==> src/hdl/tok_pkg.sv <==
// ---------------------------------------------------------------------------
// tok_pkg
// Shared types, constants and helper functions of the source byte tokenizer.
// ---------------------------------------------------------------------------
package tok_pkg;

   localparam int MAX_TOKENS  = 4096;
   localparam int COUNT_BITS  = 16;
   localparam int TCOUNT_BITS = $clog2(MAX_TOKENS + 1);
   localparam int FIELD_BITS  = 16;

   // classified byte queue and token queue depths, powers of two
   localparam int FRONT_DEPTH = 4;
   localparam int FRONT_PTR   = $clog2(FRONT_DEPTH);
   localparam int OUT_DEPTH   = 4;
   localparam int OUT_PTR     = $clog2(OUT_DEPTH);

   localparam logic [COUNT_BITS-1:0] COUNT_MAX = '1;

   localparam logic [4:0] KIND_NUM       = 5'd0;
   localparam logic [4:0] KIND_IDENT     = 5'd1;
   localparam logic [4:0] KIND_IF        = 5'd2;
   localparam logic [4:0] KIND_ELSE      = 5'd3;
   localparam logic [4:0] KIND_PRINT     = 5'd4;
   localparam logic [4:0] KIND_INPUT     = 5'd5;
   localparam logic [4:0] KIND_WHILE     = 5'd6;
   localparam logic [4:0] KIND_EXIT      = 5'd7;
   localparam logic [4:0] KIND_VAR       = 5'd8;
   localparam logic [4:0] KIND_STRING    = 5'd9;
   localparam logic [4:0] KIND_COMMENT   = 5'd10;
   localparam logic [4:0] KIND_OPERATOR  = 5'd11;
   localparam logic [4:0] KIND_EQUALS    = 5'd12;
   localparam logic [4:0] KIND_SEMICOLON = 5'd13;
   localparam logic [4:0] KIND_LPAREN    = 5'd14;
   localparam logic [4:0] KIND_RPAREN    = 5'd15;
   localparam logic [4:0] KIND_LBRACE    = 5'd16;
   localparam logic [4:0] KIND_RBRACE    = 5'd17;
   localparam logic [4:0] KIND_UNKNOWN   = 5'd18;
   localparam logic [4:0] KIND_END       = 5'd19;

   // keywords packed big-endian, as the identifier prefix register holds them
   localparam logic [39:0] WORD_IF    = 40'h0000006966;
   localparam logic [39:0] WORD_ELSE  = 40'h00656C7365;
   localparam logic [39:0] WORD_PRINT = 40'h7072696E74;
   localparam logic [39:0] WORD_INPUT = 40'h696E707574;
   localparam logic [39:0] WORD_WHILE = 40'h7768696C65;
   localparam logic [39:0] WORD_EXIT  = 40'h0065786974;
   localparam logic [39:0] WORD_VAR   = 40'h0000766172;

   typedef enum logic [3:0] {
      CLS_SPACE,
      CLS_NEWLINE,
      CLS_DIGIT,
      CLS_ALPHA,
      CLS_QUOTE,
      CLS_EQUALS,
      CLS_SLASH,
      CLS_SINGLE,
      CLS_END
   } class_type;

   typedef struct packed {
      logic [7:0] data;
      class_type  cls;
      logic [4:0] single_kind;
   } item_type;

   typedef struct packed {
      logic [4:0]            kind;
      logic [7:0]            first;
      logic [FIELD_BITS-1:0] start;
      logic [FIELD_BITS-1:0] line;
      logic [FIELD_BITS-1:0] length;
      logic                  overflow;
      logic                  last;
   } token_type;

   typedef struct packed {
      logic      wr0;
      logic      wr1;
      token_type tok0;
      token_type tok1;
   } push_type;

   function automatic logic [COUNT_BITS-1:0] sat_inc(input logic [COUNT_BITS-1:0] v);
      sat_inc = (v == COUNT_MAX) ? v : v + COUNT_BITS'(1);
   endfunction

   function automatic logic [FIELD_BITS-1:0] clamp_field(input logic [COUNT_BITS-1:0] v);
      if (32'(v) > 32'h0000FFFF) clamp_field = '1;
      else                       clamp_field = FIELD_BITS'(v);
   endfunction

   function automatic logic [4:0] keyword_kind(input logic [39:0] prefix,
                                               input logic [COUNT_BITS-1:0] len);
      keyword_kind = KIND_IDENT;
      if      (len == COUNT_BITS'(2) && prefix == WORD_IF)    keyword_kind = KIND_IF;
      else if (len == COUNT_BITS'(4) && prefix == WORD_ELSE)  keyword_kind = KIND_ELSE;
      else if (len == COUNT_BITS'(5) && prefix == WORD_PRINT) keyword_kind = KIND_PRINT;
      else if (len == COUNT_BITS'(5) && prefix == WORD_INPUT) keyword_kind = KIND_INPUT;
      else if (len == COUNT_BITS'(5) && prefix == WORD_WHILE) keyword_kind = KIND_WHILE;
      else if (len == COUNT_BITS'(4) && prefix == WORD_EXIT)  keyword_kind = KIND_EXIT;
      else if (len == COUNT_BITS'(3) && prefix == WORD_VAR)   keyword_kind = KIND_VAR;
   endfunction

   function automatic item_type classify(input logic [7:0] b, input logic end_in);
      item_type r;
      r.data        = b;
      r.single_kind = KIND_UNKNOWN;
      if (end_in || b == 8'h00)                            r.cls = CLS_END;
      else if (b == 8'h20 || b == 8'h09)                    r.cls = CLS_SPACE;
      else if (b == 8'h0D || b == 8'h0A)                    r.cls = CLS_NEWLINE;
      else if (b >= 8'h30 && b <= 8'h39)                    r.cls = CLS_DIGIT;
      else if ((b >= 8'h61 && b <= 8'h7A) || (b >= 8'h41 && b <= 8'h5A) || b == 8'h5F)
                                                            r.cls = CLS_ALPHA;
      else if (b == 8'h22)                                  r.cls = CLS_QUOTE;
      else if (b == 8'h3D)                                  r.cls = CLS_EQUALS;
      else if (b == 8'h2F)                                  r.cls = CLS_SLASH;
      else                                                  r.cls = CLS_SINGLE;
      case (b)
         8'h2B, 8'h2D, 8'h2A, 8'h3E, 8'h3C, 8'h2C: r.single_kind = KIND_OPERATOR;
         8'h3B:   r.single_kind = KIND_SEMICOLON;
         8'h28:   r.single_kind = KIND_LPAREN;
         8'h29:   r.single_kind = KIND_RPAREN;
         8'h7B:   r.single_kind = KIND_LBRACE;
         8'h7D:   r.single_kind = KIND_RBRACE;
         default: r.single_kind = KIND_UNKNOWN;
      endcase
      classify = r;
   endfunction

endpackage

==> src/hdl/tok_front.sv <==
// ---------------------------------------------------------------------------
// tok_front
// Accepts source bytes, classifies them and queues them for the scanner.
// ---------------------------------------------------------------------------
module tok_front (
   input  logic              clock,
   input  logic              reset,
   input  logic              req_valid,
   output logic              req_ready,
   input  logic [7:0]        req_source_byte,
   input  logic              req_end_marker,
   output logic              item_valid,
   input  logic              item_ready,
   output tok_pkg::item_type item
);

   tok_pkg::item_type                q_ff [tok_pkg::FRONT_DEPTH];
   tok_pkg::item_type                q_in [tok_pkg::FRONT_DEPTH];
   logic [tok_pkg::FRONT_PTR-1:0]    wr_ptr_ff, wr_ptr_in;
   logic [tok_pkg::FRONT_PTR-1:0]    rd_ptr_ff, rd_ptr_in;
   logic [tok_pkg::FRONT_PTR:0]      count_ff, count_in;
   logic                             push, pop;

   assign req_ready  = (count_ff != (tok_pkg::FRONT_PTR + 1)'(tok_pkg::FRONT_DEPTH));
   assign item_valid = (count_ff != '0);
   assign item       = q_ff[rd_ptr_ff];
   assign push       = req_valid && req_ready;
   assign pop        = item_valid && item_ready;

   always_comb begin
      q_in = q_ff;
      if (push) begin
         q_in[wr_ptr_ff] = tok_pkg::classify(req_source_byte, req_end_marker);
      end
      wr_ptr_in = wr_ptr_ff + tok_pkg::FRONT_PTR'(push);
      rd_ptr_in = rd_ptr_ff + tok_pkg::FRONT_PTR'(pop);
      count_in  = count_ff + (tok_pkg::FRONT_PTR + 1)'(push)
                           - (tok_pkg::FRONT_PTR + 1)'(pop);
   end

   always_ff @(posedge clock) begin
      q_ff <= q_in;
      if (reset) begin
         wr_ptr_ff <= '0;
         rd_ptr_ff <= '0;
         count_ff  <= '0;
      end else begin
         wr_ptr_ff <= wr_ptr_in;
         rd_ptr_ff <= rd_ptr_in;
         count_ff  <= count_in;
      end
   end

endmodule

==> src/hdl/tok_scan.sv <==
// ---------------------------------------------------------------------------
// tok_scan
// Scanner state machine: consumes one classified byte a cycle while the token
// queue has room, and produces up to two token records, applying the token limit.
// ---------------------------------------------------------------------------
module tok_scan (
   input  logic              clock,
   input  logic              reset,
   input  logic              item_valid,
   output logic              item_ready,
   input  tok_pkg::item_type item,
   input  logic              space_ok,
   output tok_pkg::push_type push
);

   typedef enum logic [2:0] {
      M_IDLE, M_NUM, M_IDENT, M_STRING, M_COMMENT, M_EQ, M_SLASH, M_DONE
   } mode_type;

   mode_type                         mode_ff, mode_in;
   logic [tok_pkg::COUNT_BITS-1:0]   token_start_ff, token_start_in;
   logic [tok_pkg::COUNT_BITS-1:0]   token_length_ff, token_length_in;
   logic [tok_pkg::COUNT_BITS-1:0]   token_line_ff, token_line_in;
   logic [tok_pkg::COUNT_BITS-1:0]   byte_offset_ff, byte_offset_in;
   logic [tok_pkg::COUNT_BITS-1:0]   current_line_ff, current_line_in;
   logic [39:0]                      prefix_ff, prefix_in;
   logic [tok_pkg::TCOUNT_BITS-1:0]  count_ff, count_in, count_mid;
   logic                             dropped_ff, dropped_in, dropped_mid;
   logic [7:0]                       token_first_ff, token_first_in;

   logic                             take, do_idle, close_ok, alnum;
   logic                             cand0_v, cand1_v, keep0, keep1, drop0, drop1;
   tok_pkg::token_type               rec0, rec1;

   assign item_ready = space_ok;
   assign take       = item_valid && item_ready;

   always_comb begin
      mode_in         = mode_ff;
      token_start_in  = token_start_ff;
      token_length_in = token_length_ff;
      token_line_in   = token_line_ff;
      byte_offset_in  = byte_offset_ff;
      current_line_in = current_line_ff;
      prefix_in       = prefix_ff;
      token_first_in  = token_first_ff;
      do_idle         = 1'b0;
      cand0_v         = 1'b0;
      cand1_v         = 1'b0;
      alnum           = (item.cls == tok_pkg::CLS_DIGIT) || (item.cls == tok_pkg::CLS_ALPHA);

      // pending token as it would close now
      rec0.first    = token_first_ff;
      rec0.start    = tok_pkg::clamp_field(token_start_ff);
      rec0.line     = tok_pkg::clamp_field(token_line_ff);
      rec0.length   = tok_pkg::clamp_field(token_length_ff);
      rec0.overflow = 1'b0;
      rec0.last     = 1'b0;
      close_ok      = 1'b1;
      case (mode_ff)
         M_NUM:     rec0.kind = tok_pkg::KIND_NUM;
         M_IDENT:   rec0.kind = tok_pkg::keyword_kind(prefix_ff, token_length_ff);
         M_STRING:  rec0.kind = tok_pkg::KIND_STRING;
         M_COMMENT: rec0.kind = tok_pkg::KIND_COMMENT;
         M_EQ: begin
            rec0.kind   = tok_pkg::KIND_EQUALS;
            rec0.length = tok_pkg::FIELD_BITS'(1);
         end
         M_SLASH: begin
            rec0.kind   = tok_pkg::KIND_OPERATOR;
            rec0.length = tok_pkg::FIELD_BITS'(1);
         end
         default: begin
            rec0.kind = tok_pkg::KIND_UNKNOWN;
            close_ok  = 1'b0;
         end
      endcase

      // single-byte token that starts at this byte
      rec1.kind     = item.single_kind;
      rec1.first    = item.data;
      rec1.start    = tok_pkg::clamp_field(byte_offset_ff);
      rec1.line     = tok_pkg::clamp_field(current_line_ff);
      rec1.length   = tok_pkg::FIELD_BITS'(1);
      rec1.overflow = 1'b0;
      rec1.last     = 1'b0;

      if (take && mode_ff != M_DONE) begin
         if (item.cls == tok_pkg::CLS_END) begin
            cand0_v     = close_ok;
            cand1_v     = 1'b1;
            rec1.kind   = tok_pkg::KIND_END;
            rec1.first  = 8'h00;
            rec1.length = '0;
            rec1.last   = 1'b1;
            mode_in     = M_DONE;
         end else begin
            case (mode_ff)
               M_NUM: begin
                  if (item.cls == tok_pkg::CLS_DIGIT) begin
                     token_length_in = tok_pkg::sat_inc(token_length_ff);
                  end else begin
                     cand0_v = 1'b1;
                     do_idle = 1'b1;
                  end
               end
               M_IDENT: begin
                  if (alnum) begin
                     if (token_length_ff < tok_pkg::COUNT_BITS'(5)) begin
                        prefix_in = {prefix_ff[31:0], item.data};
                     end
                     token_length_in = tok_pkg::sat_inc(token_length_ff);
                  end else begin
                     cand0_v = 1'b1;
                     do_idle = 1'b1;
                  end
               end
               M_STRING: begin
                  if (item.cls == tok_pkg::CLS_QUOTE) begin
                     cand0_v = 1'b1;
                     mode_in = M_IDLE;
                  end else begin
                     token_length_in = tok_pkg::sat_inc(token_length_ff);
                  end
               end
               M_COMMENT: begin
                  if (item.cls == tok_pkg::CLS_NEWLINE) begin
                     cand0_v = 1'b1;
                     do_idle = 1'b1;
                  end else begin
                     token_length_in = tok_pkg::sat_inc(token_length_ff);
                  end
               end
               M_EQ: begin
                  cand0_v = 1'b1;
                  if (item.cls == tok_pkg::CLS_EQUALS) begin
                     rec0.kind   = tok_pkg::KIND_OPERATOR;
                     rec0.length = tok_pkg::FIELD_BITS'(2);
                     mode_in     = M_IDLE;
                  end else begin
                     do_idle = 1'b1;
                  end
               end
               M_SLASH: begin
                  if (item.cls == tok_pkg::CLS_SLASH) begin
                     mode_in         = M_COMMENT;
                     token_length_in = '0;
                  end else begin
                     cand0_v = 1'b1;
                     do_idle = 1'b1;
                  end
               end
               default: do_idle = 1'b1;
            endcase
            byte_offset_in = tok_pkg::sat_inc(byte_offset_ff);
         end
      end

      if (do_idle) begin
         mode_in = M_IDLE;
         case (item.cls)
            tok_pkg::CLS_SPACE: ;
            tok_pkg::CLS_NEWLINE: current_line_in = tok_pkg::sat_inc(current_line_ff);
            default: begin
               token_start_in  = byte_offset_ff;
               token_line_in   = current_line_ff;
               token_first_in  = item.data;
               token_length_in = tok_pkg::COUNT_BITS'(1);
               case (item.cls)
                  tok_pkg::CLS_DIGIT: mode_in = M_NUM;
                  tok_pkg::CLS_ALPHA: begin
                     mode_in   = M_IDENT;
                     prefix_in = {32'h0, item.data};
                  end
                  tok_pkg::CLS_QUOTE: begin
                     mode_in         = M_STRING;
                     token_length_in = '0;
                  end
                  tok_pkg::CLS_EQUALS: mode_in = M_EQ;
                  tok_pkg::CLS_SLASH:  mode_in = M_SLASH;
                  default:             cand1_v = 1'b1;
               endcase
            end
         endcase
      end

      // token limit, applied in emission order
      keep0         = cand0_v && (count_ff < tok_pkg::TCOUNT_BITS'(tok_pkg::MAX_TOKENS));
      drop0         = cand0_v && !keep0;
      rec0.overflow = dropped_ff;
      count_mid     = count_ff + tok_pkg::TCOUNT_BITS'(keep0);
      dropped_mid   = dropped_ff || drop0;
      keep1         = cand1_v && (rec1.last ||
                      (count_mid < tok_pkg::TCOUNT_BITS'(tok_pkg::MAX_TOKENS)));
      drop1         = cand1_v && !keep1;
      rec1.overflow = dropped_mid;
      count_in      = count_mid + tok_pkg::TCOUNT_BITS'(keep1 && !rec1.last);
      dropped_in    = dropped_mid || drop1;

      push.wr0  = keep0 || keep1;
      push.wr1  = keep0 && keep1;
      push.tok0 = keep0 ? rec0 : rec1;
      push.tok1 = rec1;
   end

   always_ff @(posedge clock) begin
      if (reset) begin
         mode_ff         <= M_IDLE;
         token_start_ff  <= '0;
         token_length_ff <= '0;
         token_line_ff   <= tok_pkg::COUNT_BITS'(1);
         byte_offset_ff  <= '0;
         current_line_ff <= tok_pkg::COUNT_BITS'(1);
         prefix_ff       <= '0;
         count_ff        <= '0;
         dropped_ff      <= 1'b0;
         token_first_ff  <= '0;
      end else begin
         mode_ff         <= mode_in;
         token_start_ff  <= token_start_in;
         token_length_ff <= token_length_in;
         token_line_ff   <= token_line_in;
         byte_offset_ff  <= byte_offset_in;
         current_line_ff <= current_line_in;
         prefix_ff       <= prefix_in;
         count_ff        <= count_in;
         dropped_ff      <= dropped_in;
         token_first_ff  <= token_first_in;
      end
   end

   a_count_limit: assert property (@(posedge clock) disable iff (reset)
      count_ff <= tok_pkg::TCOUNT_BITS'(tok_pkg::MAX_TOKENS))
      else $error("token count beyond limit");

   a_done_sticks: assert property (@(posedge clock) disable iff (reset)
      mode_ff == M_DONE |=> mode_ff == M_DONE)
      else $error("scanner left done state");

   a_quiet_after_end: assert property (@(posedge clock) disable iff (reset)
      mode_ff == M_DONE |-> !push.wr0)
      else $error("token pushed after end of input");

   a_push_order: assert property (@(posedge clock) disable iff (reset)
      push.wr1 |-> push.wr0 && take)
      else $error("second token slot written alone");

endmodule

==> src/hdl/tok_queue.sv <==
// ---------------------------------------------------------------------------
// tok_queue
// Token queue between scanner and result port; takes up to two tokens a
// cycle and hands out one.
// ---------------------------------------------------------------------------
module tok_queue (
   input  logic               clock,
   input  logic               reset,
   input  tok_pkg::push_type  push,
   output logic               space_ok,
   output logic               rsp_valid,
   input  logic               rsp_ready,
   output tok_pkg::token_type head
);

   tok_pkg::token_type             q_ff [tok_pkg::OUT_DEPTH];
   tok_pkg::token_type             q_in [tok_pkg::OUT_DEPTH];
   logic [tok_pkg::OUT_PTR-1:0]    wr_ptr_ff, wr_ptr_in;
   logic [tok_pkg::OUT_PTR-1:0]    rd_ptr_ff, rd_ptr_in;
   logic [tok_pkg::OUT_PTR:0]      count_ff, count_in;
   logic                           pop;

   // room for the two tokens a single byte can produce
   assign space_ok  = (count_ff <= (tok_pkg::OUT_PTR + 1)'(tok_pkg::OUT_DEPTH - 2));
   assign rsp_valid = (count_ff != '0);
   assign head      = q_ff[rd_ptr_ff];
   assign pop       = rsp_valid && rsp_ready;

   always_comb begin
      q_in = q_ff;
      if (push.wr0) q_in[wr_ptr_ff] = push.tok0;
      if (push.wr1) q_in[wr_ptr_ff + tok_pkg::OUT_PTR'(1)] = push.tok1;
      wr_ptr_in = wr_ptr_ff + tok_pkg::OUT_PTR'(push.wr0) + tok_pkg::OUT_PTR'(push.wr1);
      rd_ptr_in = rd_ptr_ff + tok_pkg::OUT_PTR'(pop);
      count_in  = count_ff + (tok_pkg::OUT_PTR + 1)'(push.wr0)
                           + (tok_pkg::OUT_PTR + 1)'(push.wr1)
                           - (tok_pkg::OUT_PTR + 1)'(pop);
   end

   always_ff @(posedge clock) begin
      q_ff <= q_in;
      if (reset) begin
         wr_ptr_ff <= '0;
         rd_ptr_ff <= '0;
         count_ff  <= '0;
      end else begin
         wr_ptr_ff <= wr_ptr_in;
         rd_ptr_ff <= rd_ptr_in;
         count_ff  <= count_in;
      end
   end

endmodule

==> src/hdl/source_byte_tokenizer_top.sv <==
// ---------------------------------------------------------------------------
// source_byte_tokenizer_top
// Streaming tokenizer: bytes in, token records out.
// ---------------------------------------------------------------------------
// path: a byte passes the classified byte queue and the token queue registers
// throughput: one byte per cycle, set by the scanner step, while the token
//   queue has room; bytes that close two tokens drain one per rsp_ready cycle
// reset: synchronous, clears queues and scanner; line counts restart at 1
// after the end token every further byte is taken and yields nothing
module source_byte_tokenizer_top (
   input  logic        clock,
   input  logic        reset,
   input  logic        req_valid,
   output logic        req_ready,
   input  logic [7:0]  req_source_byte,
   input  logic        req_end_marker,
   output logic        rsp_valid,
   input  logic        rsp_ready,
   output logic [4:0]  rsp_token_kind,
   output logic [7:0]  rsp_first_byte,
   output logic [15:0] rsp_start_offset,
   output logic [15:0] rsp_line_number,
   output logic [15:0] rsp_lexeme_length,
   output logic        rsp_overflow,
   output logic        rsp_last
);

   logic               item_valid, item_ready, space_ok;
   tok_pkg::item_type  item;
   tok_pkg::push_type  push;
   tok_pkg::token_type head;

   tok_front u_front (
      .clock           (clock),
      .reset           (reset),
      .req_valid       (req_valid),
      .req_ready       (req_ready),
      .req_source_byte (req_source_byte),
      .req_end_marker  (req_end_marker),
      .item_valid      (item_valid),
      .item_ready      (item_ready),
      .item            (item)
   );

   tok_scan u_scan (
      .clock      (clock),
      .reset      (reset),
      .item_valid (item_valid),
      .item_ready (item_ready),
      .item       (item),
      .space_ok   (space_ok),
      .push       (push)
   );

   tok_queue u_queue (
      .clock     (clock),
      .reset     (reset),
      .push      (push),
      .space_ok  (space_ok),
      .rsp_valid (rsp_valid),
      .rsp_ready (rsp_ready),
      .head      (head)
   );

   assign rsp_token_kind    = head.kind;
   assign rsp_first_byte    = head.first;
   assign rsp_start_offset  = head.start;
   assign rsp_line_number   = head.line;
   assign rsp_lexeme_length = head.length;
   assign rsp_overflow      = head.overflow;
   assign rsp_last          = head.last;

endmodule
==> config.mk <==
export PLATFORM = sky130hd
export DESIGN_NAME = source_byte_tokenizer_top
export DESIGN_NICKNAME = d
export VERILOG_FILES = /design/src/hdl/tok_pkg.sv /design/src/hdl/tok_front.sv /design/src/hdl/tok_scan.sv /design/src/hdl/tok_queue.sv /design/src/hdl/source_byte_tokenizer_top.sv
export SDC_FILE = /design/constraint.sdc
export NUM_CORES = 1
export LEC_CHECK = 0
export ABC_AREA = 1
export ABC_CLOCK_PERIOD_IN_PS = 11570
export BUFFER_PORTS_ARGS = -buffer_cell sky130_fd_sc_hd__buf_2
export CAP_MARGIN = 20
export CORE_MARGIN = 10
export CORE_UTILIZATION = 63
export DETAILED_ROUTE_END_ITERATION = 6
export PLACE_DENSITY = 0.86
export SLEW_MARGIN = 40
export SYNTH_ARGS = -nofsm -noshare
export SYNTH_HDL_FRONTEND = slang
export SYNTH_SLANG_ARGS = --single-unit
==> constraint.sdc <==
create_clock -name clock -period 11.57 [get_ports clock]
set_input_delay 1.7355 -clock clock [delete_from_list [all_inputs] [get_ports clock]]
set_output_delay 1.7355 -clock clock [all_outputs]
set_load 0.01 [all_outputs]
Word level (Yosys, flattened, before mapping)
Index checks and enable logic that the tools add are counted.
{ "classes": {"n_addsub": 16, "n_reduce_logical": 51, "n_div": 0, "bitwise": 9, "n_shift": 0, "n_eq_ne": 51, "multipliers": 0, "muxes": 97, "magnitude_cmp": 18} }
{ "ops": {"columns": ["cell", "n"], "rows": [
  ["bitwise mux 252 bit", 2],
  ["2-to-1 mux 252 bit", 2],
  ["2-to-1 mux 40 bit", 8],
  ["2-to-1 mux 63 bit", 5],
  ["2-to-1 mux 16 bit", 16],
  ["demux 63 bit (select 2 bit)", 2],
  ["binary-select mux 63 bit (select 2 bit)", 1],
  ["equality test 40 x 39 -> 1 bit, second input constant", 3],
  ["equality test 8 x 6 -> 1 bit, second input constant", 13],
  ["equality test 40 x 31 -> 1 bit, second input constant", 2],
  ["one-hot mux 16 bit (5 select lines)", 1],
  ["bitwise mux 68 bit", 1],
  ["one-hot mux 5 bit (6 select lines)", 2],
  ["2-to-1 mux 5 bit", 11],
  ["2-to-1 mux 17 bit", 3],
  ["adder 16 x 1 -> 16 bit, second input constant", 3],
  ["equality test 16 bit, second input constant", 3],
  ["equality test 40 x 15 -> 1 bit, second input constant", 1],
  ["equality test 40 x 23 -> 1 bit, second input constant", 1],
  ["2-to-1 mux 4 bit", 9],
  ["binary-select mux 17 bit (select 2 bit)", 1],
  ["demux 17 bit (select 2 bit)", 1],
  ["equality test 16 x 2 -> 1 bit, second input constant", 2],
  ["equality test 16 x 3 -> 1 bit, second input constant", 2],
  ["47 further kinds", 147]
]} }
{ "word_totals": {"n_memories": 0, "output_inout_bits": 65, "rom_bits": 0, "reg_bits": 479, "in_bits": 13, "latch_bits": 0, "mem_bits_rw": 0} }

Longest topological paths before layout
Gate-level depths: netlist of run 1.
{ "depth": {"word_depth": 19, "ltp_mapped": 39, "depth_no_buf": 37} }

Hierarchy
Synthesis of run 1 repeated with hierarchy kept, for this count alone.
{ "unflattened": {"hier_cells": 4094, "hier_area_um2": 26776.9} }
{ "modules_own_cells": {"columns": ["module", "seq_area_each_um2", "area_per_inst_um2", "cells_per_inst", "instances"], "rows": [
  ["tok_queue", 5185.0, 14714.1, 2375, 1],
  ["tok_scan", 2902.8, 8785.9, 1425, 1],
  ["tok_front", 2182.1, 3276.9, 294, 1]
]} }

Least setup slack after synthesis of run 1
OpenSTA, ideal clock, no wires.
{ "synth_timing": {"path_type": "flip-flop to flip-flop", "from": "reg u_front.rd_ptr_ff[0] (netlist name)", "to": "reg u_queue.count_ff[1] (netlist name)", "setup_slack_ps": 6904, "path_buffers": 2, "required_ps": 11442, "synth_period_minus_slack_ps": 4666, "t_arrival_ps": 4539, "path_stages_with_launch": 32, "cell_sequence": "dfxtp_1 > buf_6 > inv_6 > buf_6 > nand2_2 > nand3_1 > nand2_1 > nand2_1 > inv_2 > nand3_1 > nand2_2 > nor2_2 > nand2_4 > nand3_4 > inv_2 > ha_1 > ha_1 > nand2_1 > nor2_1 > nand4_1 > nor2_1 > nand3_1 > xor2_1 > nand4_2 > nand2_2 > nand2_1 > ha_1 > fa_1 > inv_1 > fa_1 > inv_1 > nor2_1"} }
{ "synth_between": {"elab_chain_len": 19} }
{ "synth_rtl": {"columns": ["element", "line_no", "source"], "rows": [
  ["start, declared", "tok_front.sv:20", "logic [tok_pkg::FRONT_PTR-1:0] rd_ptr_ff, rd_ptr_in;"],
  ["start signal, assigned", "tok_front.sv:49", "rd_ptr_ff <= rd_ptr_in;"],
  ["inverter 2 -> 3 bit (not written as such) *", "tok_front.sv:26", "assign item = q_ff[rd_ptr_ff];"],
  ["binary-select mux 17 bit (select 2 bit) *", "tok_front.sv:26", null],
  ["2-to-1 mux 17 bit (not written as such) * (2 in a row)", "tok_front.sv:26", null],
  ["equality test 4 x 2 -> 1 bit (on tied branches)", "tok_scan.sv:50, tok_scan.sv:100, tok_scan.sv:169", null],
  ["logical OR 1 bit", "tok_scan.sv:50", "alnum = (item.cls == tok_pkg::CLS_DIGIT) || (item.cls == tok_pkg::CLS_ALPHA);"],
  ["2-to-1 mux 1 bit", "tok_scan.sv:108", "if (alnum) begin"],
  ["one-hot mux 1 bit (6 select lines)", "tok_scan.sv:98", "case (mode_ff)"],
  ["2-to-1 mux 1 bit", "tok_scan.sv:89", "if (item.cls == tok_pkg::CLS_END) begin"],
  ["[3 not listed]", null, null],
  ["less-than comparator 13 bit", "tok_scan.sv:194", "(count_mid < tok_pkg::TCOUNT_BITS'(tok_pkg::MAX_TOKENS)));"],
  ["logical OR 1 bit", "tok_scan.sv:193", "keep1 = cand1_v && (rec1.last ||"],
  ["logical AND 1 bit", "tok_scan.sv:193", null],
  ["logical OR 1 bit", "tok_scan.sv:200", "push.wr0 = keep0 || keep1;"],
  ["adder 3 x 1 -> 3 bit", "tok_queue.sv:35", "count_in = count_ff + (tok_pkg::OUT_PTR + 1)'(push.wr0)"],
  ["adder 3 x 1 -> 3 bit *", "tok_queue.sv:36", "+ (tok_pkg::OUT_PTR + 1)'(push.wr1)"],
  ["subtractor 3 x 1 -> 3 bit *", "tok_queue.sv:37", "- (tok_pkg::OUT_PTR + 1)'(pop);"],
  ["named net u_queue.count_in (one bit)", "tok_queue.sv:20", "logic [tok_pkg::OUT_PTR:0] count_ff, count_in;"],
  ["end signal, assigned", "tok_queue.sv:49", "count_ff <= count_in;"],
  ["end, declared", "tok_queue.sv:20", null]
]} }
The timed path passes the listed nets; every way through them passes the cells marked *. The select of a mux whose other input is x is not followed.
A chain may end at the register's enable or synchronous reset.

==> flow_summary.ini, run 1 <==
[run_status]
outcome = finished, final reports clean

[logic_synthesis]
syn-cell-area_um2 = 25100
synth_cells = 3735
synth.distinct_cells = 57
ys_seq_area_share_pct = 41.0
synth-async-reset-ratio_pct = 0
syn_avg_cell_area_um2 = 6.71
synth_top_area_share_pct = 32.8
synth-edff-count = 68
synth_top_flop_cell = dfxtp_1
synthTopCellsByArea = dfxtp_1 (33%), nand2_1 (15%), nand3_1 (8.6%)
ys_seq_elements = 479
ys_warn_count = 0
synth_largest_area_cell = dfxtp_1
synth.most_common_cell = nand2_1
synth_fp_nets = 3769
ys_top_cells_by_count = nand2_1 (994), nand3_1 (433), inv_1 (419)

[cts]
clock_latency_ns = 0.61
clockBufferDepth = 3
postCtsSetupBuffers = 0
numCtsBuffers = 50
ctsResizeCount = 0
cts_tree = yes
holdBufCountCts = 0
cts_sinks = 479
cts_max_level = 2
root_buffer = clkbuf_16
clk_pin_slew_ns = 0.06

[worst_setup_path]
critPathCaptureType = flop
crit_fanout = 63
reg2reg_to = u_queue.q_ff[249]$_DFF_P_
arrival_ns = 7.82
crit_required_ns = 12.06
crit_slowest_cell = dfxtp_1
worstSetupStartpointType = flop
r2r_start = u_front.rd_ptr_ff[1]$_SDFF_PP0_
cp_slowest_stage_delay_ns = 0.83
crit_type = flop to flop
rr_worst_depth = 26
reg2reg_slack_ns = 4.25

[routing]
wl_per_cell_um = 16.5
remaining_drc_errors = 0
drtAntennaViolNets = 0
first_pass_iters = 6
vias = 24300
vias_per_cell = 5.76
drtIter0Drc = 3034
wirelength_mm = 69.8

[timing]
fmax_mhz = 137
hold_viol = 0
relSlewSlack_pct = 40.6
slew_viol_final = 0
setup_violations = 0
min_period_ns = 7.32
post-route-period-util_pct = 63.3
hold_slack_ns = 0.474
setup_ws_ns = 4.25
clock_skew_ns = 0.0247
worst-slew-pin-transition_ns = 0.891
setup_tns_ns = 0
rsz0062_at_grt = false

[floorplan]
start_util_pct = 64.2
io_pins = 78
core_um2 = 39000
die_x_um = 219
die-area_um2 = 48200
fp.dieH_um = 219
placementRows = 72

[worst_hold_path]
hold_start = u_queue.q_ff[127]$_DFF_P_
hp-class = flop to flop
hold_depth = 2
hold_end = u_queue.q_ff[127]$_DFF_P_

[place]
place_area_um2 = 25200
portBuffers = 77
dp_hpwl_mm = 41.3
place_ws_ns = 4.48
gp_congestion = 0.960

[finish]
drive_above_1_share_pct = 7.07
final_area_um2 = 26900
nFillCells = 3293
multi_input_area_um2 = 12000
area_delta_synth_final_pct = 7.35
seqCellArea_um2 = 10300
final_net_count = 3698

[grt]
antenna_found_initial = 1
grt_max_degree = 91
grt_pass1_vias = 22100
grt_usage_pct = 28.1
overflow = 0
grt_pass1_wl_mm = 112

[flow_run]
max_cap_violations = 0

[power]
vdd_drop_max_uv = 203
p_leak_uw = 0.0132
p_per_area_nw_per_um2 = 269
## power breakdown
part           leakage, uW  switching, uW  internal [uW]
clock network     0.000828            678            969
logic              0.00836           2200            958
registers          0.00402            236           2190
## metal layers
| layer | wire (um) | GRT usage (%) | up-vias |
|---|---|---|---|
| met1 | 29200 | 37.7 | 10900 |
| li1 | - | - | 11900 |
| met4 | 2020 | 9.84 | 0 |
| met2 | 31000 | 44.6 | 1322 |
| met3 | 7570 | 5.20 | 172 |
| met5 | 0 | 0 | - |
## worst max-delay path, delay by kind of cell, from the launching register on
kind	cells	cell delay [ns]
XOR/XNOR	1	0.31
adder cells (fa/ha/maj)	2	0.39
buffers and inverters	4	1.99
flip-flops	1	0.83
AND/OR/NAND/NOR	19	3.60
## area by class of cell
class	count	area share [%]
diodes	1	0.00930
inverters	446	6.32
repair buffers	99	2.13
clock buffers	77	5.49
well taps	518	2.41
clock inverters	16	0.763
flip-flops and latches	479	38.2
multi-input cells	2588	44.7
## metrics by stage
stage | utilization (%) | instances | power, uW
6_report | 69.0 | 4224 | 7230
5_1_grt | 69.0 | 4223 | 7720
4_1_cts | 68.9 | 4223 | 7170
3_5_place_dp | 64.6 | 4130 | 5510
3_3_place_gp | 64.5 | 4129 | 5420
2_1_floorplan | - | 3735 | 4780
## worst max-delay path by stage
stage | depth (start not counted) | start | end
final | 26 | u_front.rd_ptr_ff[1]$_SDFF_PP0_ | u_queue.q_ff[249]$_DFF_P_
after global routing | 28 | u_front.rd_ptr_ff[1]$_SDFF_PP0_ | u_queue.q_ff[62]$_DFF_P_
after CTS | 26 | u_front.rd_ptr_ff[1]$_SDFF_PP0_ | u_queue.q_ff[62]$_DFF_P_
after detailed placement | 26 | u_front.rd_ptr_ff[1]$_SDFF_PP0_ | u_queue.q_ff[62]$_DFF_P_
after global placement | 26 | u_front.rd_ptr_ff[1]$_SDFF_PP0_ | u_queue.q_ff[58]$_DFF_P_
after floorplan | 31 | u_front.rd_ptr_ff[0]$_SDFF_PP0_ | u_queue.count_ff[1]$_SDFF_PP0_
## placed cells by master, fill, tap and decap left out, types with 29 or more instances in the layout
cell type  instances
o22ai_1           29
edfxtp_1          68
clkbuf_16         50
nand3_1          432
o211ai_1          35
buf_2             77
dfxtp_1          410
a21oi_1          232
nand2_1          994
inv_1            417
nor2_1           357
o21ai_1           57
nor3_1            42
o21ai_0          254
## kinds of logic (layout without fill, tap and decap cells)
family	Yosys count	count (layout)	share of synthesized area, %
other	0	1	0
AND/OR/NAND/NOR	1917	1917	32.5
flip-flops	479	479	41.0
AO/OA/AOI/OAI	628	628	13.3
XOR/XNOR	22	22	0.769
buffers and inverters	668	638	11.3
adder cells (fa/ha/maj)	21	21	1.17
## registers in the layout (all words and copies together), names as in the netlist, 2 cells and up
name and flops:
u_queue.rd_ptr_ff 2, u_front.rd_ptr_ff 2, u_scan.mode_ff 3, u_scan.count_ff 13
u_front.q_ff 68, u_scan.byte_offset_ff 16, u_front.count_ff 3, u_scan.token_start_ff 16
u_scan.token_first_ff 8, u_queue.count_ff 3, u_scan.token_length_ff 16, u_scan.current_line_ff 16
u_scan.token_line_ff 16, u_scan.prefix_ff 40, u_queue.q_ff 252, u_queue.wr_ptr_ff 2
u_front.wr_ptr_ff 2
(Power assumes the default switching activity.)
==> run 2, diff against run 1 <==
--- a/config.mk
+++ b/config.mk
@@ -6,13 +6,13 @@
 export NUM_CORES = 1
 export LEC_CHECK = 0
 export ABC_AREA = 1
-export ABC_CLOCK_PERIOD_IN_PS = 11570
+export ABC_CLOCK_PERIOD_IN_PS = 6000
 export BUFFER_PORTS_ARGS = -buffer_cell sky130_fd_sc_hd__buf_2
 export CAP_MARGIN = 20
 export CORE_MARGIN = 10
-export CORE_UTILIZATION = 63
+export CORE_UTILIZATION = 57
 export DETAILED_ROUTE_END_ITERATION = 6
-export PLACE_DENSITY = 0.86
+export PLACE_DENSITY = 0.82
 export SLEW_MARGIN = 40
 export SYNTH_ARGS = -nofsm -noshare
 export SYNTH_HDL_FRONTEND = slang
==> constraint.sdc (replaced) <==
create_clock -name clock -period 6 [get_ports clock]
set_input_delay 0.9 -clock clock [delete_from_list [all_inputs] [get_ports clock]]
set_output_delay 0.9 -clock clock [all_outputs]
set_load 0.01 [all_outputs]
==> run 2 against run 1 <==
  * Core utilization shrank 6.5 points
  * Maximum frequency increased by 37%
  * Setup slack got worse by 3.6 ns
  * Sequential power rose by 93%
  * Non-clock buffer count rose by 13
  * Critical path depth up 1
  * Global-route usage shrank 2.3 points
  * Register-to-register slack lost 3.6 ns
  * Via count is 0.14% lower
  * Clock power is 86% higher
==> flow_summary.ini, run 2 (synthesis results as in run 1) <==
[routing]
vias_per_cell = 5.65
wirelength_mm = 70.8
vias = 24300
wl_per_cell_um = 16.5
drtAntennaViolNets = 0
drtIter0Drc = 2859
first_pass_iters = 5
remaining_drc_errors = 0

[worst_setup_path]
r2r_start = u_front.rd_ptr_ff[1]$_SDFF_PP0_
cp_slowest_stage_delay_ns = 0.46
reg2reg_slack_ns = 0.65
crit_slowest_cell = dfxtp_1
reg2reg_to = u_queue.count_ff[1]$_SDFF_PP0_
worstSetupStartpointType = flop
crit_required_ns = 6.45
crit_fanout = 10
critPathCaptureType = flop
arrival_ns = 5.80
rr_worst_depth = 27
crit_type = flop to flop

[worst_hold_path]
hp-class = flop to flop
hold_depth = 2
hold_start = u_queue.q_ff[127]$_DFF_P_
hold_end = u_queue.q_ff[127]$_DFF_P_

[cts]
cts_tree = yes
root_buffer = clkbuf_16
clock_latency_ns = 0.60
clockBufferDepth = 3
cts_max_level = 2
holdBufCountCts = 0
numCtsBuffers = 51
clk_pin_slew_ns = 0.06
ctsResizeCount = 0
cts_sinks = 479
postCtsSetupBuffers = 0

[finish]
largestRegisters = u_queue.q_ff x252, u_front.q_ff x68, u_scan.prefix_ff x40
area_delta_synth_final_pct = 7.83
instances_no_fill = 4302
largest_register = u_queue.q_ff
largest_reg_flops = 252
n_antenna_cell = 0
fin_util_pct = 62.4
final_net_count = 3713
final_common_cell = nand2_1
drive_above_1_share_pct = 7.29
seqCellArea_um2 = 10300
nFillCells = 3927
mostFrequentLayoutCells = nand2_1 (994), nand3_1 (432), inv_1 (416), dfxtp_1 (409), nor2_1 (357)
multi_input_area_um2 = 12000

[grt]
grt_usage_pct = 25.8
grt_pass1_wl_mm = 114
grt_max_degree = 91
antenna_found_initial = 1
grt_pass1_vias = 22200
overflow = 0

[power]
p_per_area_nw_per_um2 = 512
p_leak_uw = 0.0132
vdd_drop_max_uv = 415
sw_frac_of_total_pct = 43.3
combPwrFrac_pct = 44.1
p_int_uw = 7840
p_seq_share_pct = 33.7
clkPwrFrac_pct = 22.2
netSwitchingPower_uw = 5980

[place]
dp_hpwl_mm = 42.9
place_ws_ns = 0.637
gp_congestion = 0.946
dp.cells = 4209
portBuffers = 77

[timing]
worst-slew-pin-transition_ns = 0.907
setup_ws_ns = 0.645
hold_viol = 0
rsz0062_at_grt = false
slew_viol_final = 0
relSlewSlack_pct = 39.5
post-route-period-util_pct = 89.2
fmax_mhz = 187
min_period_ns = 5.35
hold_slack_ns = 0.474
setup_violations = 0
setup_tns_ns = 0
clock_skew_ns = 0.0246

[floorplan]
placementRows = 76
io_pins = 78
die_x_um = 230
core_um2 = 43300
start_util_pct = 57.9
fp.dieH_um = 230
die-area_um2 = 52700

[flow_run]
max_cap_violations = 0

[run_status]
outcome = finished, final reports clean
run 2: worst max-delay path by stage:
| stage | from | endpoint | slack (ns) | cells past startpoint |
|---|---|---|---|---|
| after detailed placement | u_front.rd_ptr_ff[0]$_SDFF_PP0_ | u_queue.count_ff[1]$_SDFF_PP0_ | 0.64 | 29 |
| final | u_front.rd_ptr_ff[1]$_SDFF_PP0_ | u_queue.count_ff[1]$_SDFF_PP0_ | 0.65 | 27 |
| after global routing | u_front.rd_ptr_ff[1]$_SDFF_PP0_ | u_scan.count_ff[12]$_SDFF_PP0_ | 0.02 | 36 |
| after CTS | u_front.rd_ptr_ff[0]$_SDFF_PP0_ | u_queue.count_ff[1]$_SDFF_PP0_ | 0.58 | 29 |
| after floorplan | u_front.rd_ptr_ff[0]$_SDFF_PP0_ | u_queue.count_ff[1]$_SDFF_PP0_ | 1.33 | 31 |
| after global placement | u_front.rd_ptr_ff[0]$_SDFF_PP0_ | u_queue.count_ff[1]$_SDFF_PP0_ | 0.82 | 29 |
run 2: critical path: cells and delay by family (launching register included):
kind / cells / cell delay [ns]
buffers and inverters: 4 / 0.58
adders and majority gates: 5 / 1.55
xor gates and xnor gates: 1 / 0.25
DFF: 1 / 0.46
and+or+nand+nor: 17 / 2.35
run 2: area by class of cell:
type,instances,share of cell area (%)
Timing Repair inverter,1,0.0185
Clock inverter,10,0.357
Multi-Input combinational cell,2588,44.5
Tap cell,585,2.71
Clock buffer,81,5.55
Sequential cell,479,38.0
Inverter,446,6.28
Timing Repair Buffer,112,2.51
run 2: power groups by stage:
stage | Combinational, uW | Clock [uW] | Sequential, uW
final | 6100 | 3070 | 4660
after floorplan | 4630 | 0 | 4590
after global routing | 6880 | 3220 | 4750
after global placement | 5870 | 0 | 4670
after detailed placement | 5970 | 0 | 4700
after CTS | 6020 | 3100 | 4640
run 2: through the flow:
step,cell area [um2],power [uW]
after detailed placement,25400,10700
after global placement,25300,10500
final,27000,13800
after floorplan,25100,9220
after global routing,27000,14800
after CTS,27000,13800
run 2: metal layers:
layer  vias up  track usage [%]  routed length [um]
li1      11900                -                   -
met1     11100             34.5               30300
met2      1140             41.0               31600
met3       143             5.39                7090
met4         2             8.34                1760
met5         -                0                  17
